<file path="config.mk">
export PLATFORM = sky130hd
export DESIGN_NAME = mpq_cell
export DESIGN_NICKNAME = d
export VERILOG_FILES = /design/src/rtl/mpq_pkg.sv /design/src/rtl/mpq_cell.sv
export SDC_FILE = /design/constraint.sdc
export NUM_CORES = 1
export LEC_CHECK = 0
export ABC_CLOCK_PERIOD_IN_PS = 8200
export BUFFER_PORTS_ARGS = -buffer_cell sky130_fd_sc_hd__buf_2
export CORE_MARGIN = 2
export CORE_UTILIZATION = 28
export CTS_CLUSTER_SIZE = 28
export DETAILED_ROUTE_END_ITERATION = 6
export PLACE_DENSITY = 0.56
export SETUP_SLACK_MARGIN = 0.3
export SLEW_MARGIN = 20
export SYNTH_ARGS = -nofsm -noshare
export SYNTH_HDL_FRONTEND = slang
export SYNTH_SLANG_ARGS = --single-unit
</file>
<file path="constraint.sdc">
create_clock -name clk_i -period 8.2 [get_ports clk_i]
set_clock_uncertainty 0.2 [all_clocks]
set_input_delay 1.64 -clock clk_i [delete_from_list [all_inputs] [get_ports clk_i]]
set_output_delay 1.64 -clock clk_i [all_outputs]
set_load 0.03 [all_outputs]
</file>
<file path="src/rtl/mpq_pkg.sv">
`timescale 1ns / 1ps

package mpq_pkg;

  localparam int unsigned MPQ_CAPACITY    = 1024;
  localparam int unsigned MPQ_DATA_WIDTH  = 32;
  localparam int unsigned MPQ_PORT_WIDTH  = 32;
  localparam int unsigned MPQ_COUNT_OUT_W = 11;

  typedef enum logic [1:0] {
    ST_OK    = 2'd0,
    ST_EMPTY = 2'd1,
    ST_FULL  = 2'd2
  } mpq_status_e;

  typedef enum logic {
    OP_INSERT  = 1'b0,
    OP_EXTRACT = 1'b1
  } mpq_op_e;

  // Command broadcast to every cell of the chain
  typedef struct packed {
    logic ins;
    logic ext;
  } mpq_cmd_t;

  // Status a cell hands to its right-hand neighbor
  typedef struct packed {
    logic occ;  // cell holds an entry
    logic ge;   // held entry is at least the value being inserted
  } mpq_link_t;

endpackage

</file>
<file path="src/rtl/mpq_cell.sv">
`timescale 1ns / 1ps

module mpq_cell
  import mpq_pkg::*;
#(
  parameter int unsigned DATA_WIDTH = MPQ_DATA_WIDTH
) (
  input  logic                  clk_i,
  input  logic                  rst_ni,
  input  mpq_cmd_t              cmd_i,
  input  logic [DATA_WIDTH-1:0] data_i,
  input  mpq_link_t             left_i,
  input  logic [DATA_WIDTH-1:0] left_data_i,
  input  logic                  right_occ_i,
  input  logic [DATA_WIDTH-1:0] right_data_i,
  output mpq_link_t             link_o,
  output logic [DATA_WIDTH-1:0] data_o
);

  logic                  occ_q, occ_d;
  logic [DATA_WIDTH-1:0] val_q, val_d;
  logic                  ge;

  assign ge = occ_q && ($signed(val_q) >= $signed(data_i));

  always_comb begin
    occ_d = occ_q;
    val_d = val_q;
    if (cmd_i.ins && !ge) begin
      // the new value lands in the first cell whose entry is smaller
      if (left_i.ge) begin
        occ_d = 1'b1;
        val_d = data_i;
      end else begin
        occ_d = left_i.occ;
        val_d = left_data_i;
      end
    end else if (cmd_i.ext) begin
      occ_d = right_occ_i;
      val_d = right_data_i;
    end
  end

  always_ff @(posedge clk_i or negedge rst_ni) begin
    if (!rst_ni) begin
      occ_q <= 1'b0;
    end else begin
      occ_q <= occ_d;
    end
  end

  always_ff @(posedge clk_i) begin
    val_q <= val_d;
  end

  assign link_o.occ = occ_q;
  assign link_o.ge  = ge;
  assign data_o     = val_q;

endmodule
</file>
**Yosys cells after proc, flatten, opt, wreduce, memory -nomap -nowiden**

Index checks and enable logic that the tools add are counted.

- Register bits after elaboration: 33
- Input port bits: 103
- Output and inout bits: 34
- Word-level logic and storage cells: 13

- Magnitude comparators: 1
- Multiplexer cells: 6
- Reduce and logical (&&, ||, !) cells: 4

Operator list:

| cell | count |
|---|---|
| 2-to-1 mux 32 bit | 3 |
| >= comparator 32 bit | 1 |
| 2-to-1 mux 1 bit | 3 |
| logical AND 1 bit | 2 |
| nonzero test 2 bit | 1 |
| logical NOT 1 bit | 1 |

**Depth between registers and ports, before layout**

- Depth in word-level cells: 5
- Mapped depth: 10
- Depth with buffers taken out: 9

**Least setup slack after synthesis**

OpenSTA, ideal clock, no wires.

- Kind: input-to-output
- Start: input data_i[31]
- End: output link_o[0] (netlist name)
- Arrival: 3277 ps
- Data required time: 6360 ps
- Slack: 3083 ps
- Stages: 9
- Buffers on the path: 1
- Cells stage by stage: inv_1 -> ha_1 -> nand4_4 -> nor4_4 -> nor3b_2 -> a211oi_1 -> xnor2_1 -> a21oi_1 -> buf_4

- Cells in the longest elaborated chain, start to end: 2

Ends and longest elaborated chain:

| item | line | text |
|---|---|---|
| start: declaration | mpq_cell.sv:11 | `input logic [DATA_WIDTH-1:0] data_i,` |
| >= comparator 32 bit | mpq_cell.sv:24 | `assign ge = occ_q && ($signed(val_q) >= $signed(data_i));` |
| logical AND 1 bit | mpq_cell.sv:24 |  |
| end: declaration | mpq_cell.sv:16 | `output mpq_link_t link_o,` |

Every way passes these cells.

==> metrics.md <==
| Metric | Value |
|---|---|
| GPL Wtd Cong | around 0.69 |
| Synth Instances | 238 |
| Avg Inst Size Synth | ~12 um2 |
| Core Rows | 36 |
| Antenna violations before repair | 0 |
| 1st-pass router iterations | 4 |
| Synth Area in Compound Gates | 0.0646 |
| CP Launch Type | input pin |
| Max IR drop VDD | ~0.086 mV |
| CP arrival | around 3.6 ns |
| CP Class | in -> out |
| Filler cell count | approximately 1000 |
| Register area share after synthesis | 0.349 |
| Pins Over Slew Limit | 0 |
| Core footprint | 9770 um2 |
| Clock Sink Count | 33 |
| Final hold violations | 0 |
| Crit share post-route | 0.665 |
| Clock buffer depth | 2 |
| Antenna cell count | 0 |
| Ys Warns | 0 |
| Lkg Pwr | 1.87 nW |
| Overall Global Routing Usage | 0.125 |
| Starting Density | 0.289 |
| Setup bufs post-CTS | 0 |
| HP Class | reg -> reg |
| CP Capture Type | primary output |
| Hpwl dp | ~5.3 mm |
| Routed Antenna Nets | 0 |
| Status | finished, final reports clean |
| TritonCTS clock tree | yes |
| Die Height | about 100 um |
| Placed cells | between 400 and 500 |
| Power per standard cell area | around 280 nW/um2 |
| CTS resizes | 0 |
| Power Total | between 1 and 1.5 mW |
| Slew Limit Headroom | 0.429 |
| Setup TNS | 0 ns |
| Critical Path RT | approximately 6.4 ns |
| Fmax | between 0.15 and 0.2 GHz |
| Fin util | 0.379 |
| Starting DRT DRC Count | 32 |
| WL final | 6.69 mm |
| Drt wl/cell | around 13 um |
| Area grow syn2layout | 30.9% |
| Nets | between 500 and 600 |
| CTS root buffer | clkbuf_8 |
| Total CTS buffers | 5 |
| Vias/cell | roughly 4.4 |
| Simple-Gate Fraction of Synth Area | 0.0730 |
| Die area | roughly 11000 um2 |
| Largest net degree at the start of global routing | 34 |
| Tightest Pin Transition | around 0.86 ns |
| GRT Residual Overflow | 0 |
| Htree depth | 2 |
| Yosys reg bits | 33 |
| CP Max Fanout | 5 |
| First-pass GRT wire length | 11.1 mm |
| Final min period | approximately 5.5 ns |
| IO buf count | about 140 |
| Layout cell share with drive strength beyond 1 | 0.567 |
| Largest family of logic cells by synthesized area | multiplexers |
| Final cell count without fillers | 507 |
| DRC violations left | 0 |
| Post-Synth Adder-Cell Area | 0.142 |
| XOR/XNOR share of the synthesized area | 0.00310 |
| Vias | around 2200 |
| Max-cap violation count | 0 |
| Synthesized area | between 2000 and 3000 um2 |
| Post-synthesis mux area share | 0.299 |
| Worst-path clk slew | roughly 0.070 ns |
| Io pins | ~140 |
| Worst skew pair latency | around 0.28 ns |
| RSZ-0062 raised after global routing | false |
| Syn Nets | around 370 |
| Vias in the first global route | between 2000 and 2500 |
| CTS Hold Bufs | 0 |
| # setup viols final | 0 |
| Die Wd | between 100 and 150 um |
| Yosys cell types | 33 |
==> critical path, stage by stage <==
cell      delay [ns]
buf_2           0.09
inv_1           0.04
ha_1            0.41
nand4_4         0.16
nor4_4          0.39
nor3b_2         0.28
a211oi_1        0.09
xnor2_1         0.15
a21oi_1         0.12
buf_2           0.23
==> worst paths after layout <==
path	from	to	slack (ns)	cells after the start
setup / recovery	data_i[31]	link_o[0]	2.75	10
hold / removal	occ_q	occ_q	0.42	2
setup reg to reg	data_o[27]	data_o[1]	4.80	8
hold reg to reg	occ_q	occ_q	0.42	2
max in group asynchronous	rst_ni	occ_q	6.80	1
min in group asynchronous	rst_ni	occ_q	0.92	1
==> kinds of logic (layout without fill, tap and decap cells) <==
family | Yosys count | after routing
mux | 66 | 66
buf+inv | 45 | 181
flops | 33 | 33
simple gates | 33 | 33
fa+ha+maj | 32 | 32
compound gates | 28 | 28
xor+xnor | 1 | 1
==> Yosys cell counts <==
cell        n  area [um2]
a2111oi_2   1        15.0
a211oi_1    1        7.51
a21oi_1    17        85.1
a221oi_1    1        8.76
a221oi_4    1        26.3
and2b_1     1        7.51
buf_4       2        15.0
buf_6       3        33.8
clkbuf_1    4        15.0
dfrtp_1     1        25.0
edfxtp_1   32         961
ha_1       32         400
inv_1      36         135
mux2_2     36         405
mux2_4     28         420
mux2i_1     2        20.0
nand2_1    10        37.5
nand2b_1    1        6.26
nand3_1     5        25.0
nand3b_1    1        7.51
nand4_1     6        37.5
nand4_4     1        21.3
nor2_1      2        7.51
nor3_1      2        10.0
nor3b_2     1        12.5
nor4_1      1        6.26
nor4_4      1        21.3
o211ai_1    1        7.51
o21a_1      1        7.51
o21ai_0     4        20.0
o21ai_1     1        5.00
or3_1       1        6.26
xnor2_1     1        8.76
==> per-layer routing <==
metal | share of wire | GRT usage | vias up
met1 | 0.44 | 0.156 | 1005
met4 | 0.0085 | 0.0319 | 0
met5 | 0 | 0 | -
met2 | 0.49 | 0.216 | 73
met3 | 0.061 | 0.0313 | 4
li1 | - | - | 1137
==> stage by stage <==
stage          setup WS, ns  area [um2]  hold WS [ns]
2_1_floorplan          3.08        2830         0.357
5_1_grt                2.58        3700         0.466
4_1_cts                2.73        3700         0.421
3_3_place_gp           2.76        3620         0.388
3_5_place_dp           2.73        3620         0.404
6_report               2.75        3700         0.415
==> area by class of cell <==
type	count	area (um2)	share of cell area
flip-flops and latches	33	986	0.266
repair buffers	137	688	0.186
inverters	36	135	0.0365
clock buffers	8	80.1	0.0216
well taps	133	166	0.0449
multi-input cells	160	1650	0.445
==> power by group <==
part | switching (mW) | internal (mW)
combinational | 0.354 | 0.244
sequential | 0.0346 | 0.277
clock | 0.0606 | 0.0604
==> flip-flops by register name, summed over array words and instances, names as in the netlist <==
register  flops
occ_q         1
data_o       32
==> placed cells by master, fill, tap and decap left out, drive strengths merged <==
| cell type | instances |
|---|---|
| mux2i | 2 |
| nor3b | 1 |
| a21oi | 17 |
| clkbuf | 8 |
| dfrtp | 1 |
| nand3b | 1 |
| or3 | 1 |
| inv | 36 |
| nor3 | 2 |
| o211ai | 1 |
| ha | 32 |
| xnor2 | 1 |
| nand2 | 10 |
| nor2 | 2 |
| o21ai | 5 |
| a221oi | 2 |
| a2111oi | 1 |
| nand3 | 5 |
| nand4 | 7 |
| and2b | 1 |
| edfxtp | 32 |
| o21a | 1 |
| buf | 137 |
| a211oi | 1 |
| mux2 | 64 |
| nor4 | 2 |
| nand2b | 1 |
Power figures use the tool's default switching activity.
